### config.mk
export PLATFORM = sky130hd
export DESIGN_NAME = pnn_ctrl
export DESIGN_NICKNAME = d
export VERILOG_FILES = /design/src/rtl/pnn_pkg.sv /design/src/rtl/pnn_ctrl.sv
export SDC_FILE = /design/constraint.sdc
export NUM_CORES = 1
export LEC_CHECK = 0
export BUFFER_PORTS_ARGS = -buffer_cell sky130_fd_sc_hd__buf_2
export CORE_MARGIN = 2
export CORE_UTILIZATION = 57
export CTS_BUF_LIST = sky130_fd_sc_hd__clkbuf_4
export DETAILED_ROUTE_END_ITERATION = 7
export PLACE_DENSITY_LB_ADDON = 0.12
export REMOVE_ABC_BUFFERS = 1
export SYNTH_ARGS = -nofsm -noshare
export SYNTH_HDL_FRONTEND = slang
export SYNTH_SLANG_ARGS = --single-unit
export TNS_END_PERCENT = 10
### constraint.sdc
create_clock -name clk -period 1.7 [get_ports clk]
set_input_delay 0.34 -clock clk [delete_from_list [all_inputs] [get_ports clk]]
set_output_delay 0.34 -clock clk [all_outputs]
set_load 0.005 [all_outputs]
### src/rtl/pnn_pkg.sv
// shared types and constants for the polygon normal unit
package pnn_pkg;

  localparam int SUM_W      = 58;            // newell sum width, wraps modulo 2^58
  localparam int MAG_W      = 30;            // magnitude width after scaling
  localparam int SQ_W       = 2 * MAG_W;     // one squared magnitude
  localparam int S_W        = SQ_W + 2;      // sum of three squares
  localparam int REM_W      = S_W + 1;       // divider partial remainder
  localparam int DIV_STEPS  = MAG_W;         // quotient bits of v^2*2^30/S
  localparam int ROOT_W     = 15;            // root bits of a Q1.15 magnitude
  localparam int SQRT_STEPS = ROOT_W;
  localparam int STEP_W     = $clog2(DIV_STEPS);
  localparam int NORM_W     = 16;
  localparam int NUM_AXES   = 3;
  localparam int SEL_W      = 2;
  localparam logic [SEL_W-1:0] SEL_LAST = SEL_W'(NUM_AXES - 1);
  localparam logic [NORM_W-1:0] SAT_POS = 16'h7fff;
  localparam logic [NORM_W-1:0] SAT_NEG = 16'h8000;
  localparam int MIN_VERTICES = 3;

  typedef enum logic [3:0] {
    OP_NONE,
    OP_LOAD,
    OP_EDGE_MUL,
    OP_CLOSE_MUL,
    OP_ACC,
    OP_MAG,
    OP_SHIFT,
    OP_SQ,
    OP_SAT,
    OP_DIV_INIT,
    OP_DIV_STEP,
    OP_SQRT_INIT,
    OP_SQRT_STEP,
    OP_STORE,
    OP_PUBLISH
  } dp_op_t;

  typedef struct packed {
    dp_op_t           op;
    logic [SEL_W-1:0] sel;
    logic             deg;
  } pnn_cmd_t;

  typedef struct packed {
    logic count_zero;
    logic count_ge3;
    logic mags_zero;
    logic shift_needed;
    logic sq_ge_s;
  } pnn_stat_t;

endpackage

### src/rtl/pnn_ctrl.sv
// sequencer for accumulation and normalization
module pnn_ctrl import pnn_pkg::*; (
  input  logic      clk,
  input  logic      rst_n,
  input  logic      in_valid,
  input  logic      in_last,
  output logic      in_ready,
  output logic      out_valid,
  input  logic      out_ready,
  input  pnn_stat_t stat,
  output pnn_cmd_t  cmd
);

  typedef enum logic [3:0] {
    S_IDLE,
    S_EDGE_MUL,
    S_EDGE_ACC,
    S_CLOSE_MUL,
    S_CLOSE_ACC,
    S_MAG,
    S_NORM,
    S_SQ,
    S_COMP,
    S_DIV,
    S_SQRT_INIT,
    S_SQRT,
    S_STORE,
    S_PUBLISH
  } state_t;

  state_t            state_r, state_nxt;
  logic [SEL_W-1:0]  sel_r, sel_nxt;
  logic [STEP_W-1:0] step_r, step_nxt;
  logic              deg_r, deg_nxt;
  logic              last_r, last_nxt;
  logic              out_valid_r, out_valid_nxt;

  assign in_ready  = (state_r == S_IDLE);
  assign out_valid = out_valid_r;

  always_comb begin
    state_nxt     = state_r;
    sel_nxt       = sel_r;
    step_nxt      = step_r;
    deg_nxt       = deg_r;
    last_nxt      = last_r;
    out_valid_nxt = out_valid_r && !out_ready;
    cmd.op        = OP_NONE;
    cmd.sel       = sel_r;
    cmd.deg       = deg_r;
    unique case (state_r)
      S_IDLE: begin
        if (in_valid) begin
          cmd.op   = OP_LOAD;
          last_nxt = in_last;
          if (!stat.count_zero) state_nxt = S_EDGE_MUL;
          else if (in_last)     state_nxt = S_CLOSE_MUL;
        end
      end
      S_EDGE_MUL: begin
        cmd.op    = OP_EDGE_MUL;
        state_nxt = S_EDGE_ACC;
      end
      S_EDGE_ACC: begin
        cmd.op    = OP_ACC;
        state_nxt = last_r ? S_CLOSE_MUL : S_IDLE;
      end
      S_CLOSE_MUL: begin
        cmd.op    = OP_CLOSE_MUL;
        state_nxt = S_CLOSE_ACC;
      end
      S_CLOSE_ACC: begin
        cmd.op    = OP_ACC;
        state_nxt = S_MAG;
      end
      S_MAG: begin
        cmd.op    = OP_MAG;
        state_nxt = S_NORM;
      end
      S_NORM: begin
        if (!stat.count_ge3 || stat.mags_zero) begin
          deg_nxt   = 1'b1;
          state_nxt = S_PUBLISH;
        end else if (stat.shift_needed) begin
          cmd.op = OP_SHIFT;
        end else begin
          sel_nxt   = '0;
          state_nxt = S_SQ;
        end
      end
      S_SQ: begin
        cmd.op = OP_SQ;
        if (sel_r == SEL_LAST) begin
          sel_nxt   = '0;
          state_nxt = S_COMP;
        end else begin
          sel_nxt = sel_r + 1'b1;
        end
      end
      S_COMP: begin
        if (stat.sq_ge_s) begin
          cmd.op = OP_SAT;
          if (sel_r == SEL_LAST) state_nxt = S_PUBLISH;
          else sel_nxt = sel_r + 1'b1;
        end else begin
          cmd.op    = OP_DIV_INIT;
          step_nxt  = '0;
          state_nxt = S_DIV;
        end
      end
      S_DIV: begin
        cmd.op = OP_DIV_STEP;
        if (step_r == STEP_W'(DIV_STEPS - 1)) state_nxt = S_SQRT_INIT;
        else step_nxt = step_r + 1'b1;
      end
      S_SQRT_INIT: begin
        cmd.op    = OP_SQRT_INIT;
        step_nxt  = '0;
        state_nxt = S_SQRT;
      end
      S_SQRT: begin
        cmd.op = OP_SQRT_STEP;
        if (step_r == STEP_W'(SQRT_STEPS - 1)) state_nxt = S_STORE;
        else step_nxt = step_r + 1'b1;
      end
      S_STORE: begin
        cmd.op = OP_STORE;
        if (sel_r == SEL_LAST) begin
          state_nxt = S_PUBLISH;
        end else begin
          sel_nxt   = sel_r + 1'b1;
          state_nxt = S_COMP;
        end
      end
      S_PUBLISH: begin
        if (!out_valid_r || out_ready) begin
          cmd.op        = OP_PUBLISH;
          out_valid_nxt = 1'b1;
          deg_nxt       = 1'b0;
          state_nxt     = S_IDLE;
        end
      end
      default: state_nxt = S_IDLE;
    endcase
  end

  always_ff @(posedge clk) begin
    if (!rst_n) begin
      state_r     <= S_IDLE;
      sel_r       <= '0;
      step_r      <= '0;
      deg_r       <= 1'b0;
      last_r      <= 1'b0;
      out_valid_r <= 1'b0;
    end else begin
      state_r     <= state_nxt;
      sel_r       <= sel_nxt;
      step_r      <= step_nxt;
      deg_r       <= deg_nxt;
      last_r      <= last_nxt;
      out_valid_r <= out_valid_nxt;
    end
  end

`ifndef ASSERT_OFF
  // a vertex that opens an edge or ends a loop keeps the sequencer busy
  a_busy_after_accept: assert property (@(posedge clk) disable iff (!rst_n)
    (in_valid && in_ready && (!stat.count_zero || in_last)) |=> !in_ready)
    else $error("accepted vertex did not take the sequencer out of idle");

  // a new result never overwrites one still waiting for transfer
  a_publish_free: assert property (@(posedge clk) disable iff (!rst_n)
    (cmd.op == OP_PUBLISH) |-> (!out_valid_r || out_ready))
    else $error("result published over a pending result");

  a_div_count: assert property (@(posedge clk) disable iff (!rst_n)
    (state_r == S_DIV) |-> (step_r < STEP_W'(DIV_STEPS)))
    else $error("divider step count out of range");
`endif

endmodule

# Word-level counts from Yosys, hierarchy flattened
# Index checks and enable logic that the tools add are counted.
classes:
  n_div: 0
  n_addsub: 2
  n_bitwise: 0
  eq_ne: 31
  n_lt_le_gt_ge: 0
  mux: 35
  n_mul: 0
  n_reduce_logical: 16
  shift: 0
ops:
  columns: ["operator", "count"]
  rows:
  - ["$pmux W4 S14", 1]
  - ["$pmux W4 S13", 1]
  - ["$mux W4", 12]
  - ["$eq A4 B4 Y1 const B", 6]
  - ["$ne A2 B2 Y1 const B", 12]
  - ["$pmux W5 S4", 1]
  - ["$eq A4 B3 Y1 const B", 4]
  - ["$mux W5", 3]
  - ["$mux W2", 6]
  - ["$mux W3", 3]
  - ["$ne A3 B3 Y1 const B", 3]
  - ["$eq A4 B2 Y1 const B", 2]
  - ["$pmux W2 S4", 1]
  - ["$reduce_and A4 Y1", 2]
  - ["$reduce_and A8 Y1", 1]
  - ["$reduce_bool A4 Y1", 2]
  - ["$mux W1", 6]
  - ["$add A5 B1 Y5 const B", 1]
  - ["$eq A5 B4 Y1 const B", 1]
  - ["$eq A5 B5 Y1 const B", 1]
  - ["$eq A4 B1 Y1 const B", 1]
  - ["$logic_not A4 Y1", 1]
  - ["$logic_not A1 Y1", 3]
  - ["$reduce_and A3 Y1", 1]
  - ["other kinds (8)", 9]
word_totals:
  mem_bits_ro: 0
  n_memories: 0
  latchBits: 0
  output_inout_bits: 9
  wordCells: 90
  ff_bits: 14
  ram_bits: 0

# Depth between registers and ports, before layout
# Gate-level depths: netlist of the first run.
depth:
  depth_word: 4
  depth_mapped: 7
  mapped_depth_nobuf: 7

# Worst setup path before layout of the first run
# No wires, ideal clock.
synth_timing:
  path_kind: "flip-flop to output port"
  start: "reg state_r[3]"
  end: "out cmd[3] in the netlist's numbering"
  path_stages_with_launch: 6
  t_required_ns: 1.360
  t_arrival_ns: 1.215
  path_slack_ns: 0.145
  cell_sequence: "dfxtp_1 buf_2 buf_2 inv_1 a2bb2oi_1 o311ai_0"
synth_lines:
  columns: ["item", "line_no", "rtl"]
  rows:
  - ["start: declaration", "pnn_ctrl.sv:31", "state_t state_r, state_nxt;"]
  - ["start signal: assignment", "pnn_ctrl.sv:156", "state_r <= state_nxt;"]
  - ["end: declaration", "pnn_ctrl.sv:11", "output pnn_cmd_t cmd"]

# Worst setup path in the final report of the first run
layout_timing:
  start: "reg step_r[1]"
  end: "reg step_r[4]"
layout_between:
  elab_chain_cells: 3
  word_cells_on_any_way: 9
  cone_classes: "1 x add/sub; 4 x eq/ne; 3 x mux; 1 x reduce/logical"
layout_lines:
  columns: ["item", "line_no", "rtl"]
  rows:
  - ["start: declaration", "pnn_ctrl.sv:33", "logic [STEP_W-1:0] step_r, step_nxt;"]
  - ["start signal: assignment", "pnn_ctrl.sv:158", "step_r <= step_nxt;"]
  - ["$add A5 B1 Y5 (tied with other cells)", "pnn_ctrl.sv:114, pnn_ctrl.sv:124", null]
  - ["$mux W5 (tied with other cells)", "pnn_ctrl.sv:123", "if (step_r == STEP_W'(SQRT_STEPS - 1)) state_nxt = S_STORE;"]
  - ["$pmux W5 S4 or $reduce_and A4 Y1 (tied branches)", null, null]
# Several ways; a longest one is shown, not always the timed one. The select of a mux whose other input is x is not followed.
# A chain may end at the register's enable or synchronous reset.

==> results of run 1 <==
-- Yosys cell counts, drive strengths merged (4+ instances only) --
master / count
nor2: 15
dfxtp: 14
nand2: 13
o21ai: 11
a21oi: 10
inv: 9
buf: 7
nor3: 7
ha: 6
mux2i: 4
nand2b: 4
nand3: 4
-- through the flow --
step	hold WS [ns]	util	instance area [um^2]	power, uW	std cells
after floorplan	0.464	-	1060	1080	137
after global placement	0.505	0.749	1340	1470	201
after detailed placement	0.518	0.749	1340	1510	201
after CTS	0.296	0.820	1460	1850	209
after global routing	0.329	0.845	1510	2060	210
final	0.283	0.845	1510	1960	210
-- power by group through the flow --
stage               sequential [uW]  clock (uW)  combinational, uW
floorplan                       541           0                539
global placement                470           0               1000
detailed placement              474           0               1030
CTS                             494         211               1140
global route                    520         227               1310
finish                          517         218               1230
-- sequential cells by signal (all words and copies together) (netlist names) --
signal / flops
step_r: 5
state_r: 4
sel_r: 2
deg_r: 1
last_r: 1
out_valid: 1
-- metal layers --
metal,GRT usage,share of wire
met1,0.445,0.41
met2,0.501,0.47
met3,0.0491,0.092
met4,0.114,0.030
met5,0,0
-- repair_timing --
action                                  4_1_cts  5_1_grt
hold buffers                                  0        0
endpoints found under the setup margin        6       12
resized for setup                            25       12
setup buffers                                 4        1
pin swaps                                     4       12
-- critical path: stages, from the launching register on --
cell and delay (ns):
dfxtp_4 0.37, inv_2 0.07, ha_4 0.11, and4_1 0.22, mux2i_1 0.09, o211ai_1 0.55, nor3b_1 0.13, nor3_1 0.21
-- how the worst max path moves through the flow --
stage	from	cells past startpoint	to
5_1_grt	step_r[1]	7	step_r[4]
3_3_place_gp	step_r[1]	6	step_r[1]
2_1_floorplan	state_r[0]	3	cmd[5]
4_1_cts	state_r[3]	5	cmd[3]
6_report	step_r[1]	7	step_r[4]
3_5_place_dp	step_r[0]	7	state_r[3]
-- layout make-up --
type / count / area [um^2] / area share
clock buffer: 3 / 22.5 / 0.0150
clock inverter: 1 / 3.75 / 0.00249
inverter: 10 / 40.0 / 0.0266
multi-input combinational: 113 / 816 / 0.542
sequential: 14 / 300 / 0.199
tap: 25 / 31.3 / 0.0208
timing repair buffer: 44 / 293 / 0.194
-- kinds of logic after synthesis --
group           after synthesis  synth area share
fa+ha+maj                     6            0.0679
mux                           4            0.0362
simple gates                 56             0.268
flops                        14             0.253
compound gates               47             0.296
buf+inv                      20            0.0781
==> flow_metrics.py, run 1 <==
metrics = {
    "detailed_routing": {
        "drc_errors": 0,
        "first_pass_iters": 4,
        "drt_iter0_markers": 79,
        "ant_nets": 0,
        "routed_wl_um": 3690,
        "vias": 1376,
        "vias_per_cell": 6.55,
        "wl_per_cell_um": 17.6,
    },
    "placement": {
        "post-place-ws_ns": -0.0260,
        "globalplace.congestion": 0.954,
        "port_buffers": 18,
        "dp.final_hpwl_um": 2290,
    },
    "floorplan": {
        "dieArea_um2": 2310,
        "fp.coreArea_um2": 1780,
        "rows": 15,
        "die_x_um": 48.1,
        "boundaryPins": 19,
        "start_util": 0.620,
        "fp.dieH_um": 48.1,
    },
    "sta": {
        "tns_ns": -0.575,
        "rsz0062_at_grt": "yes",
        "fin_crit_sh": 1.08,
        "worstMarginPinSlew_ns": 0.648,
        "finalSetupViolCount": 9,
        "final-hold-violation-count": 0,
        "finalMaxSlewViolations": 0,
        "layout_setup_ws_ns": -0.139,
        "fin_skew_ns": 0.00138,
        "slew_headroom": 0.566,
        "clock.fmax_mhz": 544,
        "period_minus_slack_ns": 1.84,
    },
    "clock_tree": {
        "cts_root_buffer": "clkbuf_4",
        "clkSinkCount": 14,
        "htree_levels": 1,
        "clockBufferDepth": 2,
        "cts_tree": "built",
        "cts-buffers-inserted": 3,
        "clk_latency_ns": 0.30,
        "clk_pin_slew_ns": 0.10,
    },
    "setup_path": {
        "endpoint_kind": "flop",
        "critPathKind": "flop to flop",
        "reg2reg_setup_slack_ns": -0.14,
        "ff2ff_path_depth": 7,
        "worstPathRequired_ns": 1.92,
        "startpoint_type": "flop",
        "r2r_end": "step_r[4]",
        "r2r-start": "step_r[1]",
        "arrival_ns": 2.06,
        "critical_path_peak_fanout": 6,
    },
    "pwr": {
        "seqPwrFrac": 0.264,
        "combPwrFrac": 0.625,
        "p_per_area_nw_per_um2": 1300,
        "leakagePower_uw": 0.000640,
        "p_sw_frac": 0.456,
        "clkPwrFrac": 0.111,
        "ir_worst_vdd_v": 0.000763,
        "p_int_uw": 1070,
        "power_switching_uw": 895,
    },
    "grt": {
        "grt_pass1_wl_um": 5080,
        "grt_util_all_layers": 0.320,
        "grt_max_degree": 12,
        "grt-ovfl-total": 0,
        "antenna_found_initial": 0,
        "grt_pass1_vias": 1123,
    },
    "synthesis": {
        "synth-async-reset-ratio": 0,
        "synth_cells": 147,
        "synth-seq-cells": 14,
        "ys_warn_count": 0,
        "netlist.area_leader.share": 0.253,
        "ys_seq_area_frac": 0.253,
        "synth_edf_count": 0,
        "syn_area_um2": 1110,
        "yosysTopAreaCell": "dfxtp_1",
        "synth_ff_type": "dfxtp_1",
        "avgSynthCellArea_um2": 7.52,
        "ys_top_cells_by_area": "dfxtp_1 25%, ha_1 6.8%, nor2_1 5.1%",
        "ys_types": 45,
    },
    "run_status": {
        "outcome": "finished, violations left",
        "violations": "negative setup slack",
    },
    "hold_path": {
        "worstHoldPathCells": 3,
        "min_to": "last_r",
        "min_path_type": "primary input to flop",
        "min_from": "in_last",
    },
    "final_layout": {
        "final_cell_mix": "24 x buf_4, 18 x buf_2, 15 x nor2_1, 12 x nand2_1, 9 x o21ai_0",
        "layout_commonest_cell": "buf_4",
        "fin_nets": 202,
        "diodes": 0,
        "drive_gt1_frac": 0.389,
        "area_growth_pct": 36.2,
        "fillers": 99,
    },
    "job": {
        "maxCapViolCount": 0,
    },
}
No activity file was read; power rests on OpenSTA's default activity.
==> run 2: changes to the inputs <==
Settings changed: CORE_UTILIZATION 57 to 55, CTS_BUF_LIST sky130_fd_sc_hd__clkbuf_4 to default.
==> flow_metrics.py, run 2 (synthesis results as in run 1) <==
metrics = {
    "run_status": {
        "outcome": "finished, violations left",
        "violations": "negative setup slack",
    },
    "grt": {
        "grt_max_degree": 14,
        "grt_pass1_vias": 1207,
        "grt-ovfl-total": 0,
        "antenna_found_initial": 0,
        "grt_pass1_wl_um": 5210,
        "grt_util_all_layers": 0.273,
    },
    "final_layout": {
        "fin_util": 0.787,
        "largest_reg_flops": 5,
        "diodes": 0,
        "fillers": 124,
        "finalNonFillerCells": 214,
        "reg_top3": "step_r (5), state_r (4), sel_r (2)",
        "layout_commonest_cell": "buf_4",
        "multi_input_area_um2": 807,
        "drive_gt1_frac": 0.385,
        "largest_register": "step_r",
        "area_growth_pct": 36.8,
        "final_cell_mix": "27 x buf_4, 18 x buf_2, 13 x nor2_1, 13 x nand2_1, 10 x o21ai_0",
        "fin_nets": 205,
        "seqCellArea_um2": 297,
    },
    "clock_tree": {
        "clk_pin_slew_ns": 0.08,
        "hold_buffers": 0,
        "clk_latency_ns": 0.28,
        "cts_tree": "built",
        "htree_levels": 1,
        "clkSinkCount": 14,
        "cts-buffers-inserted": 3,
        "cts_root_buffer": "clkbuf_4",
        "clockBufferDepth": 2,
    },
    "setup_path": {
        "r2r_end": "step_r[0]",
        "critical_path_peak_fanout": 6,
        "ff2ff_path_depth": 8,
        "worstPathRequired_ns": 1.36,
        "endpoint_kind": "primary output",
        "critPathKind": "flop to primary output",
        "arrival_ns": 1.45,
        "r2r-start": "step_r[1]",
        "startpoint_type": "flop",
        "reg2reg_setup_slack_ns": -0.02,
    },
    "job": {
        "maxCapViolCount": 0,
    },
    "placement": {
        "port_buffers": 18,
        "dp.final_hpwl_um": 2220,
        "dp_cells": 201,
        "globalplace.congestion": 0.896,
    },
    "detailed_routing": {
        "drc_errors": 0,
        "met1Wirelength_um": 1290,
        "ant_nets": 0,
        "routed_wl_um": 3140,
        "route.met2.wl_um": 1570,
        "wl_met3_um": 213,
        "vias_per_cell": 6.21,
        "drt_iter0_markers": 50,
        "vias": 1330,
        "wl_per_cell_um": 14.6,
        "top_layer": "met4",
        "first_pass_iters": 4,
    },
    "pwr": {
        "ir_worst_vdd_v": 0.000819,
        "p_per_area_nw_per_um2": 1270,
        "leakagePower_uw": 0.000637,
    },
    "sta": {
        "final-hold-violation-count": 0,
        "tns_ns": -0.220,
        "layout_setup_ws_ns": -0.0925,
        "worstMarginPinSlew_ns": 0.594,
        "rsz0062_at_grt": "yes",
        "finalSetupViolCount": 6,
        "finalHoldWorstSlack_ns": 0.297,
        "slew_headroom": 0.602,
        "fin_skew_ns": 0.00115,
        "finalMaxSlewViolations": 0,
        "fin_crit_sh": 1.05,
        "period_minus_slack_ns": 1.79,
        "clock.fmax_mhz": 558,
    },
    "floorplan": {
        "boundaryPins": 19,
        "die_x_um": 48.8,
        "dieArea_um2": 2390,
        "fp.dieH_um": 48.8,
        "start_util": 0.576,
        "fp.coreArea_um2": 1920,
        "rows": 16,
    },
    "hold_path": {
        "worstHoldPathCells": 3,
        "min_path_type": "primary input to flop",
        "min_to": "last_r",
        "min_from": "in_last",
    },
}
[run 2: changes by cell type in the layout (fill, tap and decap cells not counted), moves of 2 or more]
cell / change
inv_2: -2
nor2_1: -2
nor2_2: +2
nor2b_4: -2
nor2b_2: +2
inv_1: +3
buf_4: +3
[run 2: worst max path at each step]
| stage | startpoint | end | slack (ns) | cells after the start |
|---|---|---|---|---|
| 6_report | state_r[3] | cmd[5] | -0.09 | 5 |
| 5_1_grt | step_r[1] | step_r[2] | -0.15 | 7 |
| 4_1_cts | state_r[2] | cmd[5] | -0.01 | 5 |
| 3_5_place_dp | step_r[0] | state_r[3] | -0.009 | 7 |
| 3_3_place_gp | step_r[0] | state_r[1] | 0.06 | 7 |
| 2_1_floorplan | state_r[0] | cmd[5] | 0.01 | 3 |
[run 2: repair_timing]
item	in CTS	in global routing
setup buffers	5	5
gates resized for setup	17	13
pin swaps	4	10
endpoints found under the hold margin	0	0
setup endpoints to repair	7	15
[run 2: per-layer routing]
layer  vias up  GRT usage
li1        622          -
met1       628      0.329
met2        72      0.502
met3         8     0.0245
met4         0      0.100
met5         -          0
[run 2: per-stage QoR]
step / setup slack [ns] / cell area, um^2 / total power [uW]
after floorplan: 0.0127 / 1060 / 1080
after global placement: 0.0650 / 1320 / 1460
after detailed placement: -0.00917 / 1320 / 1500
after CTS: -0.0104 / 1430 / 1800
after global routing: -0.145 / 1510 / 2070
final: -0.0925 / 1510 / 1920
[run 2: critical path: stages (launching register included)]
cell      delay, ns
dfxtp_4        0.38
buf_4          0.14
nor4_4         0.27
nand2_1        0.12
o311ai_1       0.09
buf_2          0.17
[run 2: layout make-up]
cell class	count	share of cell area
Clock buffer	3	0.0149
Inverter	10	0.0248
Multi-Input combinational cell	113	0.533
Sequential cell	14	0.196
Tap cell	27	0.0223
Timing Repair Buffer	47	0.208
[run 2: power by group]
part / leakage (uW) / internal, uW / switching, uW
sequential: 0.000117 / 404 / 80.1
clock: 0.0000138 / 82.4 / 109
combinational: 0.000506 / 605 / 643
